==> config.mk <==
export PLATFORM = sky130hd
export DESIGN_NAME = cantor_set_membership_core
export DESIGN_NICKNAME = d
export VERILOG_FILES = /design/src/rtl/csm_pkg.sv /design/src/rtl/csm_ctrl.sv /design/src/rtl/csm_datapath.sv /design/src/rtl/cantor_set_membership_core.sv
export VERILOG_INCLUDE_DIRS = /design/src /design/src/rtl
export SDC_FILE = /design/constraint.sdc
export NUM_CORES = 1
export LEC_CHECK = 0
export ABC_AREA = 1
export BUFFER_PORTS_ARGS = -buffer_cell sky130_fd_sc_hd__buf_2
export CAP_MARGIN = 20
export CORE_MARGIN = 2
export CORE_UTILIZATION = 45
export DETAILED_ROUTE_END_ITERATION = 10
export PLACE_DENSITY_LB_ADDON = 0.25
export SLEW_MARGIN = 40
export SYNTH_ARGS = -nofsm -noshare
export SYNTH_HDL_FRONTEND = slang
export SYNTH_SLANG_ARGS = --single-unit
==> constraint.sdc <==
create_clock -name i_clk -period 23.2 [get_ports i_clk]
set_input_delay 0 -clock i_clk [delete_from_list [all_inputs] [get_ports i_clk]]
set_output_delay 0 -clock i_clk [all_outputs]
set_load 0.02 [all_outputs]
==> src/rtl/assert_macros.svh <==
// Assertion macros shared by the cantor set membership RTL.
// No dependencies; included by the files that carry assertions.
`ifndef ASSERT_MACROS_SVH
`define ASSERT_MACROS_SVH

// Clocked check, switched off while reset is held
`define CSM_ASSERT(label, prop, msg) \
    label: assert property (@(posedge i_clk) disable iff (!i_rst_n) prop) \
        else $error(msg);

// Clocked check that must also hold during reset
`define CSM_ASSERT_ALWAYS(label, prop, msg) \
    label: assert property (@(posedge i_clk) prop) else $error(msg);

`endif

==> src/rtl/csm_pkg.sv <==
// Shared types and constants for the cantor set membership block.
// No dependencies; used by csm_ctrl, csm_datapath and the top level.
package csm_pkg;

    // field and register widths
    localparam int INDEX_BITS = 16;
    localparam int DEPTH_W    = 5;
    localparam int MULT_W     = 8;
    localparam int MOD_W      = 16;
    localparam int COEF_W     = 16;
    localparam int CFG_ADDR_W = 2;
    localparam int CFG_DATA_W = 16;

    // datapath widths
    localparam int PROD_W     = INDEX_BITS + MULT_W;
    localparam int BOUND_W    = COEF_W + MOD_W;
    localparam int FRAC_BITS  = 8;
    localparam int REM_W      = MOD_W + 1;
    localparam int DIV_BITS   = 4;
    localparam int DIV_GROUPS = PROD_W / DIV_BITS;
    localparam int GRP_W      = $clog2(DIV_GROUPS);

    // register reset values
    localparam logic [DEPTH_W-1:0] LEVEL_COUNT_RST = DEPTH_W'(5);
    localparam logic [MULT_W-1:0]  MULTIPLIER_RST  = MULT_W'(3);
    localparam logic [MOD_W-1:0]   MODULUS_RST     = MOD_W'(80);
    localparam logic [COEF_W-1:0]  GAP_COEF_RST    = COEF_W'(512);

    // configuration register indexes
    typedef enum logic [CFG_ADDR_W-1:0] {
        CFG_LEVEL_COUNT = 2'd0,
        CFG_MULTIPLIER  = 2'd1,
        CFG_MODULUS     = 2'd2,
        CFG_GAP_COEF    = 2'd3
    } t_cfg_reg;

    // item function codes
    localparam logic FUNC_NEXT  = 1'b0;
    localparam logic FUNC_QUERY = 1'b1;

    // controller to datapath
    typedef struct packed {
        logic load;
        logic bound;
        logic mul;
        logic div;
        logic out_load;
    } t_cmd;

    // datapath to controller
    typedef struct packed {
        logic depth_zero;
        logic depth_one;
        logic div_last;
    } t_status;

endpackage

==> src/rtl/csm_ctrl.sv <==
// Sequencer for the cantor set membership block: item intake, level loop, result hand-off.
// Depends on csm_pkg and assert_macros.svh.
`include "assert_macros.svh"

module csm_ctrl (
    input  logic               i_clk,
    input  logic               i_rst_n,
    input  logic               i_in_valid,
    output logic               o_in_ready,
    output logic               o_out_valid,
    input  logic               i_out_ready,
    input  csm_pkg::t_status   i_status,
    output csm_pkg::t_cmd      o_cmd
);

    typedef enum logic [2:0] {
        ST_IDLE,
        ST_BOUND,
        ST_MUL,
        ST_DIV,
        ST_DONE
    } t_state;

    t_state r_state, n_state;
    logic   r_out_valid, n_out_valid;
    logic   slot_free;

    // result register may be refilled once empty or being drained this cycle
    assign slot_free = !r_out_valid || i_out_ready;

    // next state and commands
    always_comb begin
        n_state      = r_state;
        o_cmd        = '0;
        n_out_valid  = r_out_valid && !i_out_ready;
        case (r_state)
            ST_IDLE: begin
                if (i_in_valid) begin
                    o_cmd.load = 1'b1;
                    n_state    = ST_BOUND;
                end
            end
            ST_BOUND: begin
                o_cmd.bound = 1'b1;
                n_state     = i_status.depth_zero ? ST_DONE : ST_MUL;
            end
            ST_MUL: begin
                o_cmd.mul = 1'b1;
                n_state   = ST_DIV;
            end
            ST_DIV: begin
                o_cmd.div = 1'b1;
                if (i_status.div_last) begin
                    n_state = i_status.depth_one ? ST_DONE : ST_MUL;
                end
            end
            ST_DONE: begin
                if (slot_free) begin
                    o_cmd.out_load = 1'b1;
                    n_out_valid    = 1'b1;
                    n_state        = ST_IDLE;
                end
            end
            default: n_state = ST_IDLE;
        endcase
    end

    // state and registered outputs
    always_ff @(posedge i_clk) begin
        if (!i_rst_n) begin
            r_state     <= ST_IDLE;
            r_out_valid <= 1'b0;
        end else begin
            r_state     <= n_state;
            r_out_valid <= n_out_valid;
        end
    end

    assign o_in_ready  = (r_state == ST_IDLE);
    assign o_out_valid = r_out_valid;

    // a taken beat starts work, so intake closes on the next cycle
    `CSM_ASSERT(a_intake_closes, (i_in_valid && o_in_ready) |=> !o_in_ready,
        "intake still open after an input beat")
    // a waiting result is never overwritten
    `CSM_ASSERT(a_no_overwrite, o_cmd.out_load |-> (!r_out_valid || i_out_ready),
        "result register refilled while a beat was pending")
    // level loop only runs for a non-zero depth
    `CSM_ASSERT(a_mul_needs_depth, o_cmd.mul |-> !i_status.depth_zero,
        "level started with no depth left")

endmodule

==> src/rtl/csm_datapath.sv <==
// Datapath: configuration registers, step counter, product, band compare and
// 4-bit-per-cycle restoring remainder unit. Depends on csm_pkg and assert_macros.svh.
`include "assert_macros.svh"

module csm_datapath (
    input  logic                               i_clk,
    input  logic                               i_rst_n,
    input  logic                               i_cfg_we,
    input  logic [csm_pkg::CFG_ADDR_W-1:0]     i_cfg_addr,
    input  logic [csm_pkg::CFG_DATA_W-1:0]     i_cfg_wdata,
    input  logic                               i_func,
    input  logic [csm_pkg::DEPTH_W-1:0]        i_query_depth,
    input  logic [csm_pkg::INDEX_BITS-1:0]     i_query_index,
    input  csm_pkg::t_cmd                      i_cmd,
    output csm_pkg::t_status                   o_status,
    output logic                               o_in_set,
    output logic [csm_pkg::INDEX_BITS-1:0]     o_tested_index
);

    localparam logic [csm_pkg::GRP_W-1:0] GRP_LAST = csm_pkg::GRP_W'(csm_pkg::DIV_GROUPS - 1);

    // configuration and counter state
    logic [csm_pkg::DEPTH_W-1:0]    r_level_count;
    logic [csm_pkg::MULT_W-1:0]     r_multiplier;
    logic [csm_pkg::MOD_W-1:0]      r_modulus;
    logic [csm_pkg::COEF_W-1:0]     r_gap_coef;
    logic [csm_pkg::INDEX_BITS-1:0] r_step_cnt;

    // per-item working registers
    logic [csm_pkg::INDEX_BITS-1:0] r_index;
    logic [csm_pkg::DEPTH_W-1:0]    r_depth;
    logic [csm_pkg::INDEX_BITS-1:0] r_y;
    logic [csm_pkg::PROD_W-1:0]     r_p;
    logic [csm_pkg::PROD_W-1:0]     r_shift;
    logic [csm_pkg::REM_W-1:0]      r_rem;
    logic [csm_pkg::BOUND_W-1:0]    r_bound;
    logic [csm_pkg::GRP_W-1:0]      r_grp;
    logic                           r_member;

    logic [csm_pkg::PROD_W-1:0]     n_p;
    logic [csm_pkg::BOUND_W-1:0]    n_bound;
    logic [csm_pkg::REM_W-1:0]      n_rem;
    logic                           band_hit;
    logic [csm_pkg::REM_W-1:0]      mod_ext;

    assign mod_ext = {1'b0, r_modulus};

    // multipliers: running value by scale factor, and the band bound
    assign n_p     = {{csm_pkg::INDEX_BITS{1'b0}}, r_multiplier}
                   * {{csm_pkg::MULT_W{1'b0}}, r_y};
    assign n_bound = {{csm_pkg::MOD_W{1'b0}}, r_gap_coef}
                   * {{csm_pkg::COEF_W{1'b0}}, r_modulus};

    // excluded band: modulus <= p and 256*p < gap_coef*modulus
    assign band_hit = (r_p >= {{csm_pkg::MULT_W{1'b0}}, r_modulus})
                   && ({r_p, {csm_pkg::FRAC_BITS{1'b0}}} < r_bound);

    // restoring remainder, DIV_BITS quotient bits per cycle, MSB first
    always_comb begin
        n_rem = r_rem;
        for (int k = 0; k < csm_pkg::DIV_BITS; k++) begin
            n_rem = {n_rem[csm_pkg::REM_W-2:0], r_shift[csm_pkg::PROD_W-1-k]};
            if (n_rem >= mod_ext) begin
                n_rem = n_rem - mod_ext;
            end
        end
    end

    // configuration registers and step counter
    always_ff @(posedge i_clk) begin
        if (!i_rst_n) begin
            r_level_count <= csm_pkg::LEVEL_COUNT_RST;
            r_multiplier  <= csm_pkg::MULTIPLIER_RST;
            r_modulus     <= csm_pkg::MODULUS_RST;
            r_gap_coef    <= csm_pkg::GAP_COEF_RST;
            r_step_cnt    <= '0;
        end else begin
            if (i_cfg_we) begin
                case (csm_pkg::t_cfg_reg'(i_cfg_addr))
                    csm_pkg::CFG_LEVEL_COUNT: r_level_count <= i_cfg_wdata[csm_pkg::DEPTH_W-1:0];
                    csm_pkg::CFG_MULTIPLIER:  r_multiplier  <= i_cfg_wdata[csm_pkg::MULT_W-1:0];
                    csm_pkg::CFG_MODULUS:     r_modulus     <= i_cfg_wdata[csm_pkg::MOD_W-1:0];
                    csm_pkg::CFG_GAP_COEF:    r_gap_coef    <= i_cfg_wdata[csm_pkg::COEF_W-1:0];
                    default: ;
                endcase
            end
            if (i_cmd.load && (i_func == csm_pkg::FUNC_NEXT)) begin
                r_step_cnt <= r_step_cnt + 1'b1;
            end
        end
    end

    // group counter of the remainder unit
    always_ff @(posedge i_clk) begin
        if (!i_rst_n) begin
            r_grp <= '0;
        end else if (i_cmd.mul) begin
            r_grp <= '0;
        end else if (i_cmd.div) begin
            r_grp <= (r_grp == GRP_LAST) ? '0 : r_grp + 1'b1;
        end
    end

    // working registers
    always_ff @(posedge i_clk) begin
        if (i_cmd.load) begin
            r_member <= 1'b1;
            if (i_func == csm_pkg::FUNC_NEXT) begin
                r_depth <= r_level_count;
                r_index <= r_step_cnt;
                r_y     <= r_step_cnt;
            end else begin
                r_depth <= i_query_depth;
                r_index <= i_query_index;
                r_y     <= i_query_index;
            end
        end
        if (i_cmd.bound) begin
            r_bound <= n_bound;
        end
        if (i_cmd.mul) begin
            r_p     <= n_p;
            r_shift <= n_p;
            r_rem   <= '0;
        end
        if (i_cmd.div) begin
            r_rem   <= n_rem;
            r_shift <= {r_shift[csm_pkg::PROD_W-csm_pkg::DIV_BITS-1:0],
                        {csm_pkg::DIV_BITS{1'b0}}};
            if (r_grp == GRP_LAST) begin
                // level finished: band test and new running value
                if (band_hit) begin
                    r_member <= 1'b0;
                end
                r_y     <= (r_modulus == '0) ? '0 : n_rem[csm_pkg::INDEX_BITS-1:0];
                r_depth <= r_depth - 1'b1;
            end
        end
        if (i_cmd.out_load) begin
            o_in_set       <= r_member;
            o_tested_index <= r_index;
        end
    end

    assign o_status.depth_zero = (r_depth == '0);
    assign o_status.depth_one  = (r_depth == csm_pkg::DEPTH_W'(1));
    assign o_status.div_last   = (r_grp == GRP_LAST);

    // group counter never leaves its range
    `CSM_ASSERT_ALWAYS(a_grp_range, !i_rst_n || (r_grp <= GRP_LAST),
        "remainder group counter out of range")
    // partial remainder stays below a non-zero modulus
    `CSM_ASSERT(a_rem_bound, ($past(i_cmd.div) && (r_modulus != '0)) |-> (r_rem < mod_ext),
        "partial remainder not reduced")

endmodule

==> src/rtl/cantor_set_membership_core.sv <==
// Generalised Cantor set membership test.
// Input channel: i_in_valid / o_in_ready, beat = {i_func, i_query_depth, i_query_index}.
// i_func next (0) tests the internal step counter over level_count levels and then
// advances the counter (wraps at 16 bits); query (1) tests i_query_index over
// i_query_depth levels. Output channel: o_out_valid / i_out_ready, beat =
// {o_in_set, o_tested_index}; exactly one result beat per input beat, in order.
// Configuration: i_cfg_we, i_cfg_addr, i_cfg_wdata; write only while idle.
// Each level forms the 8x16 product, then the remainder unit retires 4 bits of the
// 24-bit product per cycle.
// One item is in work at a time; the next one is taken while a finished result
// waits in the output register.
// Stall: a held result blocks only the hand-off of the following result; that
// item waits finished until the output register drains.
// Reset (synchronous, active low): registers take level_count 5, multiplier 3,
// modulus 80, gap_coef 2.0 (Q8.8), the step counter clears and no beat is pending.
// Depends on csm_pkg, csm_ctrl and csm_datapath.
module cantor_set_membership_core (
    input  logic                               i_clk,
    input  logic                               i_rst_n,
    input  logic                               i_cfg_we,
    input  logic [csm_pkg::CFG_ADDR_W-1:0]     i_cfg_addr,
    input  logic [csm_pkg::CFG_DATA_W-1:0]     i_cfg_wdata,
    input  logic                               i_in_valid,
    output logic                               o_in_ready,
    input  logic                               i_func,
    input  logic [csm_pkg::DEPTH_W-1:0]        i_query_depth,
    input  logic [csm_pkg::INDEX_BITS-1:0]     i_query_index,
    output logic                               o_out_valid,
    input  logic                               i_out_ready,
    output logic                               o_in_set,
    output logic [csm_pkg::INDEX_BITS-1:0]     o_tested_index
);

    csm_pkg::t_cmd    cmd;
    csm_pkg::t_status status;

    // sequencer
    csm_ctrl u_ctrl (
        .i_clk       (i_clk),
        .i_rst_n     (i_rst_n),
        .i_in_valid  (i_in_valid),
        .o_in_ready  (o_in_ready),
        .o_out_valid (o_out_valid),
        .i_out_ready (i_out_ready),
        .i_status    (status),
        .o_cmd       (cmd)
    );

    // arithmetic and storage
    csm_datapath u_datapath (
        .i_clk          (i_clk),
        .i_rst_n        (i_rst_n),
        .i_cfg_we       (i_cfg_we),
        .i_cfg_addr     (i_cfg_addr),
        .i_cfg_wdata    (i_cfg_wdata),
        .i_func         (i_func),
        .i_query_depth  (i_query_depth),
        .i_query_index  (i_query_index),
        .i_cmd          (cmd),
        .o_status       (status),
        .o_in_set       (o_in_set),
        .o_tested_index (o_tested_index)
    );

endmodule
=== Word-level counts from Yosys, hierarchy flattened ===
Cells that the tools add are included.

* Register bits: 219
* Word-level logic and storage cells: 102

* $add $sub $neg: 7
* Multipliers: 2
* $lt $le $gt $ge: 6
* Eq/ne operators: 12
* Multiplexer cells: 37
* Bitwise operators: 2
* Reduce and logical (&&, ||, !) cells: 17

{| class="wikitable"
|+ Operators with widths
! kind !! count
|-
| 16-bit 2-to-1 mux || 11
|-
| 17-bit by 16-bit greater-or-equal comparator with 1-bit output || 4
|-
| 16-bit subtractor || 4
|-
| 24-bit 2-to-1 mux || 2
|-
| 32-bit less-than comparator || 1
|-
| 16-bit by 16-bit multiplier with 32-bit output || 1
|-
| 24-bit by 16-bit greater-or-equal comparator with 1-bit output || 1
|-
| 8-bit by 16-bit multiplier with 24-bit output || 1
|-
| 5-bit 2-to-1 mux || 4
|-
| 3-bit 2-to-1 mux || 6
|-
| 16-bit by 1-bit adder with 16-bit output, second input constant || 1
|-
| 16-bit zero test || 1
|-
| 3-bit one-hot mux with 5 select lines || 1
|-
| 1-bit 2-to-1 mux || 13
|-
| 2-bit AND reduction || 4
|-
| 3-bit by 2-bit equality test with 1-bit output, second input constant || 2
|-
| 3-bit equality test, second input constant || 2
|-
| 5-bit by 1-bit equality test with 1-bit output, second input constant || 1
|-
| 5-bit zero test || 1
|-
| 5-bit by 1-bit subtractor with 5-bit output, second input constant || 1
|-
| 2-bit equality test, second input constant || 2
|-
| 2-bit inequality test, second input constant || 2
|-
| 3-bit by 1-bit adder with 3-bit output, second input constant || 1
|-
| 3-bit by 1-bit equality test with 1-bit output, second input constant || 1
|-
| other kinds (11) || 15
|}

=== Longest topological paths before layout ===
Gate-level depths: netlist of run 1.

* Word-level depth: 11
* Gate-level depth with buffers: 60
* Gate-level depth less buffers: 52

=== By module ===
A second synthesis of run 1 with hierarchy kept.

* Cells, all modules: 3243
* Area total of the unflattened synthesis: 25613.3 µm²

{| class="wikitable"
|+ Modules (own cells, without submodules)
! module !! instances !! cells each !! area an instance (µm²) !! seq. area each (µm²)
|-
| csm_datapath || 1 || 3199 || 25339.3 || 5555.3
|-
| csm_ctrl || 1 || 44 || 274.0 || 80.1
|}

=== Worst setup path before layout of run 1 ===
OpenSTA, ideal clock, no wires.

* Path kind: register to register
* Start: register u_datapath.r_modulus[1] (netlist bit)
* End: register u_datapath.r_rem[15] (netlist bit) (data pin)
* Arrival: 7.319 ns
* Data required time: 22.934 ns
* Path slack: 15.615 ns
* Stages on the path, launching flop included: 54
* Cell sequence: dfxtp_1 -> clkbuf_1 -> inv_1 -> ha_1 -> nand2_1 -> nor2_2 -> nand2_1 -> nand3_1 -> nand2_1 -> nand3_1 -> nand2_2 -> clkbuf_1 -> o21ai_0 -> ha_1 -> a21oi_1 -> o21ai_0 -> a21oi_1 -> nand2_1 -> (+18 left out) -> nand2_1 -> inv_1 -> ha_1 -> a21oi_1 -> nand2_1 -> nand3_1 -> nand3_1 -> nand4_1 -> nand3_1 -> nand2_1 -> inv_1 -> nor2_1 -> inv_1 -> nor2_8 -> buf_6 -> nand3_2 -> nand2_1 -> nor2_1

* Longest elaborated chain between the ends: 9

{| class="wikitable"
|+ Ends and longest elaborated chain
! what !! RTL line !! source
|-
| start, declared || csm_datapath.sv:25 || <nowiki>logic [csm_pkg::MOD_W-1:0] r_modulus;</nowiki>
|-
| start signal, assigned || csm_datapath.sv:74 || <nowiki>r_modulus <= csm_pkg::MODULUS_RST;</nowiki>
|-
| start signal, assigned || csm_datapath.sv:82 || <nowiki>csm_pkg::CFG_MODULUS: r_modulus <= i_cfg_wdata[csm_pkg::MOD_W-1:0];</nowiki>
|-
| 16-bit subtractor / 17-bit by 16-bit greater-or-equal comparator with 1-bit output (equally long branches) || csm_datapath.sv:64, csm_datapath.sv:63 ||
|-
| 16-bit 2-to-1 mux || csm_datapath.sv:63 || <nowiki>if (n_rem >= mod_ext) begin</nowiki>
|-
| 16-bit subtractor / 17-bit by 16-bit greater-or-equal comparator with 1-bit output (equally long branches) || csm_datapath.sv:64, csm_datapath.sv:63 ||
|-
| 16-bit 2-to-1 mux || csm_datapath.sv:63 ||
|-
| 16-bit subtractor / 17-bit by 16-bit greater-or-equal comparator with 1-bit output (equally long branches) || csm_datapath.sv:64, csm_datapath.sv:63 ||
|-
| 16-bit 2-to-1 mux || csm_datapath.sv:63 ||
|-
| 16-bit subtractor / 17-bit by 16-bit greater-or-equal comparator with 1-bit output (equally long branches) || csm_datapath.sv:64, csm_datapath.sv:63 ||
|-
| 16-bit 2-to-1 mux (*) || csm_datapath.sv:63 ||
|-
| 16-bit 2-to-1 mux (*) || csm_datapath.sv:126 || <nowiki>if (i_cmd.div) begin</nowiki>
|-
| end signal, assigned || csm_datapath.sv:127 || <nowiki>r_rem <= n_rem;</nowiki>
|-
| end, declared || csm_datapath.sv:35 || <nowiki>logic [csm_pkg::REM_W-1:0] r_rem;</nowiki>
|}

Every way passes the cells marked *; elsewhere a longest branch is shown, timed or not.
A chain may end at the register's enable or synchronous reset.

=== Worst setup path in the final report of run 1 ===
* Start: register u_datapath.r_modulus[10] (netlist bit)
* End: register u_datapath.r_rem[1] (netlist bit) (data pin)

* Longest elaborated chain between the ends: 9

{| class="wikitable"
|+ Ends and longest elaborated chain
! what !! RTL line
|-
| 16-bit subtractor / 17-bit by 16-bit greater-or-equal comparator with 1-bit output (equally long branches) || csm_datapath.sv:64, csm_datapath.sv:63
|-
| 16-bit 2-to-1 mux || csm_datapath.sv:63
|-
| 16-bit subtractor / 17-bit by 16-bit greater-or-equal comparator with 1-bit output (equally long branches) || csm_datapath.sv:64, csm_datapath.sv:63
|-
| 16-bit 2-to-1 mux || csm_datapath.sv:63
|-
| 17-bit by 16-bit greater-or-equal comparator with 1-bit output / 16-bit subtractor (equally long branches) || csm_datapath.sv:63, csm_datapath.sv:64
|-
| 16-bit 2-to-1 mux || csm_datapath.sv:63
|-
| 16-bit subtractor / 17-bit by 16-bit greater-or-equal comparator with 1-bit output (equally long branches) || csm_datapath.sv:64, csm_datapath.sv:63
|-
| 16-bit 2-to-1 mux (*) || csm_datapath.sv:63
|-
| 16-bit 2-to-1 mux (*) || csm_datapath.sv:126
|}

Marks and branches as above.

==> flow_summary.ini, run 1 <==
[synthesis]
synthCells = 3279
ys_ff_latch = 219
yosysTopAreaCellShare = 0.2192
yosysUniqueCellTypes = 56
yosysWarnings = 0
yosysMostFrequentCell = nand2_1
async_reset_ff_frac = 0
ys_top_cells_by_area = fa_1, edfxtp_1, ha_1, nand2_1, inv_1
synth.yosys.seq_area_share = 0.2188
syn_area_per_cell_um2 = 7.856
ys_top_cells_by_count = nand2_1, inv_1, fa_1, ha_1, a21oi_1
synth_edf_count = 125
yosys_most_used_dff = edfxtp_1
synth_largest_area_cell = fa_1
synth_area_um2 = 25760
syn_nets = 3861

[sta]
fin_crit_ns = 9.720
fmax_mhz = 102.9
setup-tns-final_ns = 0
fin_ws_ns = 13.48
setup_violations = 0
rsz0062_at_grt = false
drv_slew = 0
min_period_over_period = 0.4190
worstMarginPinSlew_ns = 0.8581
slew-limit-headroom = 0.4271
fin_hold_ws_ns = -0.0005539
final-hold-violation-count = 1
clock_skew_ns = 0.01107

[global_routing]
antenna_found_initial = 1
grt-ovfl-total = 0
grt_pass1_vias = 21150
grt_max_degree = 57
grt_pass1_wl_mm = 113.5
grt_usage = 0.2401

[detailed_routing]
routed_via_density = 5.157
avgRoutedWirePerCell_um = 17.08
antenna_left = 0
drt_iter0_markers = 1385
drc = 0
drt_wl_total_mm = 69.65
vias = 21030
drtPass1Iterations = 5

[clocking]
clkTransAtPathRegs_ns = 0.06
root_buffer = clkbuf_16
cts_buffer_depth = 3
cts_tree = built
cts_buffers = 26
clock_sinks = 219
clock_latency_ns = 0.55
cts.htree.levels = 1

[critical_path]
crit_path_end_kind = flop
path_class = reg2reg
critPathRequiredTime_ns = 23.48
max_stage_delay_ns = 0.85
critical_path_arrival_ns = 10.00
worstSetupStartpointType = flop
path_max_fanout = 22
rrSetupSlack_ns = 13.48
path_common_cell = nand2_1
reg2regPathDepth = 46
crit_family = simple AND/OR/NAND/NOR gates
cp_num_cells = 46
critical_path_buf_inv_count = 5
critPathSlowestCell = dfxtp_1

[finish]
drive_above_1_share = 0.06111
final_area_um2 = 27980
syn2layout_area_growth_pct = 8.617
n_antenna_cell = 0
nets = 3884
post-route-util = 0.4952

[placed_design]
portBuffers = 63
place_worst_setup_slack_ns = 13.65
dpl_cell_area_um2 = 26650
dp_hpwl_mm = 54.60
gp_congestion = 0.9556

[floorplan]
die_w_um = 243.3
rows = 87
fp.dieArea_um2 = 59170
die_h_um = 243.3
io_pins = 64
core_area_um2 = 56500
start_util = 0.4560

[status]
violations = hold timing
run_status = finished, violations left

[worst_hold_path]
hp-class = in2reg
hold_depth = 4

[run]
cap_violations = 0
## worst min-delay path, stage by stage
cell     delay (ns)
buf_2          0.08
or2_2          0.09
o21ai_0        0.16
inv_1          0.10
## cell families (layout without fill, tap and decap cells)
group	after synthesis	after routing	share of synthesized area
simple gates	1207	1207	0.1958
buf+inv	826	869	0.1225
fa+ha+maj	537	537	0.3430
compound gates	391	391	0.08617
flops	219	219	0.2188
xor+xnor	99	99	0.03366
## per-layer routing
| layer | part of all wire | GRT usage | wire length (um) |
|---|---|---|---|
| met1 | 0.46 | 0.3411 | 32050 |
| met2 | 0.45 | 0.3798 | 31000 |
| met3 | 0.055 | 0.02567 | 3803 |
| met4 | 0.040 | 0.08697 | 2789 |
| met5 | 0.00016 | 0 | 11 |
## per-stage QoR
| step | std cells | hold WS [ns] |
|---|---|---|
| 4_1_cts | 4078 | 0.001876 |
| 2_1_floorplan | 3279 | 0.1263 |
| 6_report | 4078 | -0.0005539 |
| 3_3_place_gp | 3982 | 0.2782 |
| 3_5_place_dp | 3982 | 0.2869 |
| 5_1_grt | 4078 | 0.01525 |
## state kept, by name (all words and copies together), names as in the netlist, 3 cells and up
signal                     count
u_datapath.r_step_cnt         16
u_datapath.r_p                24
u_datapath.r_depth             5
u_datapath.r_index            16
u_datapath.r_gap_coef         16
u_datapath.r_grp               3
u_datapath.r_modulus          16
u_datapath.o_tested_index     16
u_ctrl.r_state                 3
u_datapath.r_rem              16
u_datapath.r_bound            32
u_datapath.r_shift            24
u_datapath.r_level_count       5
u_datapath.r_y                16
u_datapath.r_multiplier        8
## placed cells by master, fill, tap and decap left out, types with 6 or more instances in the layout
cell,count
o21ai_1,6
buf_4,21
nor3_1,29
a21boi_0,6
dlygate4sd3_1,48
nor2_1,150
xnor2_1,40
or2_2,20
o21ai_0,136
inv_2,12
nor4_1,10
a22o_1,12
clkbuf_16,27
nand3_1,95
inv_1,678
buf_2,62
dfxtp_1,89
o211ai_1,25
nand4_1,19
a31oi_1,12
xor2_1,59
nor2_4,6
o21bai_1,8
fa_1,282
ha_1,255
clkinv_2,7
a21oi_1,151
nand3_2,10
nand2_1,834
nand2_2,9
edfxtp_1,125
a21o_1,7
## final timing paths
path	startpoint	end
setup / recovery	u_datapath.r_modulus[10]$_SDFFE_PN0P_	u_datapath.r_rem[1]$_SDFFCE_PP0P_
hold / removal	i_query_index[1]	u_datapath.r_index[1]$_DFFE_PP_
setup reg to reg	u_datapath.r_modulus[10]$_SDFFE_PN0P_	u_datapath.r_rem[1]$_SDFFCE_PP0P_
hold reg to reg	u_datapath.r_index[15]$_DFFE_PP_	u_datapath.o_tested_index[15]$_DFFE_PP_
## final cells by class
class                   count  area, um^2
fillers                  5468       28520
multi-input cells        2234       17010
flip-flops and latches    219        5642
inverters                 690        2590
repair buffers            131       948.4
well taps                 756       945.9
clock buffers              32       714.4
clock inverters            16       131.4
## repair_timing
| action | in CTS | in global routing |
|---|---|---|
| resized for setup | 0 | 0 |
| hold buffers | 48 | 0 |
| hold endpoints to repair | 73 | 0 |
| buffers inserted | 0 | 0 |
Power of run 1 is left out: the tool's default activity adds up to more than one toggle a clock period on the data nets, which glitch-free logic cannot reach.
==> run 2: changes to the inputs <==
- ABC_AREA: 1 -> 0
- clock period: 23.2 -> 8.57 ns (I/O delays scaled with it)
==> run 2 against run 1 <==
  * The flow finishes with violations (setup timing)
  * Sequential share of layout area down 1.1 points
  * Via count down 5.3%
  * First-iteration DRC count down 14%
  * Die area down 3.3%
  * Clock-buffer cell count up 4
  * Worst hold slack better by 0.053 ns
  * Global-route usage up 1.5 points
  * Sequential cell count unchanged
  * Clock skew up 0.0049 ns
  * Largest cell class unchanged
==> flow_summary.ini, run 2 <==
[status]
run_status = finished, violations left
violations = setup timing

[synthesis]
synth_edf_count = 125
async_reset_ff_frac = 0
yosysWarnings = 0
synth_area_um2 = 24890
synthCells = 2678
syn_nets = 3260
ys_ff_latch = 219
yosysMostFrequentCell = nand2_1
ys_top_cells_by_area = fa_1, edfxtp_1, ha_1, dfxtp_1, nand2_1
ys_top_cells_by_count = nand2_1, inv_1, fa_1, ha_1, and2_1
yosysUniqueCellTypes = 68
synth.yosys.seq_area_share = 0.2264
yosysTopAreaCellShare = 0.2268
synth_largest_area_cell = fa_1
syn_area_per_cell_um2 = 9.295
yosys_most_used_dff = edfxtp_1

[floorplan]
start_util = 0.4536
rows = 86
die_h_um = 239.2
io_pins = 64
die_w_um = 239.2
core_area_um2 = 54880
fp.dieArea_um2 = 57210

[finish]
nFillCells = 4935
regMostFlops = u_datapath.r_bound
drive_above_1_share = 0.1762
ff_latch_area_um2 = 5639
nets = 3536
stdcell_count = 3681
largest_register_ffs = 32
final_cell_mix = nand2_1, inv_1, fa_1
layout_commonest_cell = nand2_1
syn2layout_area_growth_pct = 18.95
reg_top3 = u_datapath.r_bound (32), u_datapath.r_p (24), u_datapath.r_shift (24)
multi_input_area_um2 = 18080
final_area_um2 = 29610

[sta]
worstMarginPinSlew_ns = 0.8786
drv_slew = 0
fmax_mhz = 116.3
rsz0062_at_grt = true
fin_ws_ns = -0.03114
clock_skew_ns = 0.01594
min_period_over_period = 1.004
fin_crit_ns = 8.601
setup_violations = 2
slew-limit-headroom = 0.4135
setup-tns-final_ns = -0.06134
final-hold-violation-count = 0

[placed_design]
post-place-cells = 3560
portBuffers = 63
dp_hpwl_mm = 55.98
gp_congestion = 0.9621
dpl_cell_area_um2 = 27680

[critical_path]
critPathRequiredTime_ns = 9.01
max_stage_delay_ns = 0.60
critical_path_arrival_ns = 9.04
path_class = reg2reg
path_common_cell = buf_6
critPathSlowestCell = o21ai_0
worstSetupStartpointType = flop
path_max_fanout = 14
crit_path_end_kind = flop
rrSetupSlack_ns = -0.03

[clocking]
clock_sinks = 219
clock_latency_ns = 0.53
cts.htree.levels = 1
cts_buffer_depth = 3
root_buffer = clkbuf_16
clkTransAtPathRegs_ns = 0.06
cts_tree = built
cts_buffers = 26

[global_routing]
grt_pass1_vias = 21120
antenna_found_initial = 1
grt_usage = 0.2556
grt_max_degree = 69
grt-ovfl-total = 0
grt_pass1_wl_mm = 114.2

[detailed_routing]
vias = 19930
avgRoutedWirePerCell_um = 19.48
drtPass1Iterations = 6
antenna_left = 0
drt_iter0_markers = 1192
drc = 0
routed_via_density = 5.413
drt_wl_total_mm = 71.69

[worst_hold_path]
hp-class = in2reg

[run]
cap_violations = 0
[run 2: repair_timing]
action,CTS,global route
buffers inserted,19,9
setup endpoints to repair,32,32
hold endpoints to repair,72,0
gates resized for setup,41,39
hold buffers,41,0
gates cloned,1,0
pin swaps,30,22
[run 2: worst paths after layout]
check                                    start                                 endpoint  cells past startpoint
max          u_datapath.r_rem[2]$_SDFFCE_PP0P_               u_datapath.r_y[15]$_DFF_P_                     40
min                              i_cfg_addr[0]     u_datapath.r_modulus[0]$_SDFFE_PN0P_                      4
max reg2reg  u_datapath.r_rem[2]$_SDFFCE_PP0P_               u_datapath.r_y[15]$_DFF_P_                     40
min reg2reg   u_datapath.r_index[11]$_DFFE_PP_  u_datapath.o_tested_index[11]$_DFFE_PP_                      0
[run 2: kinds of logic (layout without fill, tap and decap cells)]
family / after synthesis / in the layout / synth area share
AO/OA/AOI/OAI: 375 / 375 / 0.1009
XOR/XNOR: 106 / 106 / 0.03730
adder cells (fa/ha/maj): 537 / 537 / 0.3550
buffers and inverters: 488 / 784 / 0.07434
flip-flops: 219 / 219 / 0.2264
multiplexers: 102 / 102 / 0.04353
other: 0 / 3 / 0
AND/OR/NAND/NOR: 851 / 851 / 0.1626
[run 2: cell type report]
type | count | share of cell area
Clock buffer | 36 | 0.02502
Multi-Input combinational cell | 1971 | 0.6108
Inverter | 378 | 0.04851
Antenna cell | 3 | 0.0002536
Sequential cell | 219 | 0.1905
Tap cell | 704 | 0.02975
Timing Repair Buffer | 358 | 0.09124
Clock inverter | 12 | 0.003972
[run 2: stage by stage]
step / util / hold WS [ns] / setup WS (ns)
2_1_floorplan: - / 0.1240 / -0.5174
3_3_place_gp: 0.5042 / 0.2859 / -0.2127
3_5_place_dp: 0.5044 / 0.2913 / -0.3859
4_1_cts: 0.5342 / 0.03703 / -0.04744
5_1_grt: 0.5394 / 0.09794 / -0.4519
6_report: 0.5395 / 0.05230 / -0.03114
[run 2: worst max-delay path: cells and delay by family (launching register included)]
family                     cells  cell delay, ns
adders and majority gates      4            1.26
DFF                            1            0.43
muxes                          3            0.60
buffers and inverters          7            0.96
and+or+nand+nor                9            1.25
AOI/OAI and AO/OA             17            3.96
[run 2: routing by layer]
layer,track usage,part of all wire
met4,0.07633,0.031
met5,0,0
met2,0.4361,0.48
met1,0.3447,0.44
met3,0.02455,0.046
Power of run 2 is left out for the same reason.
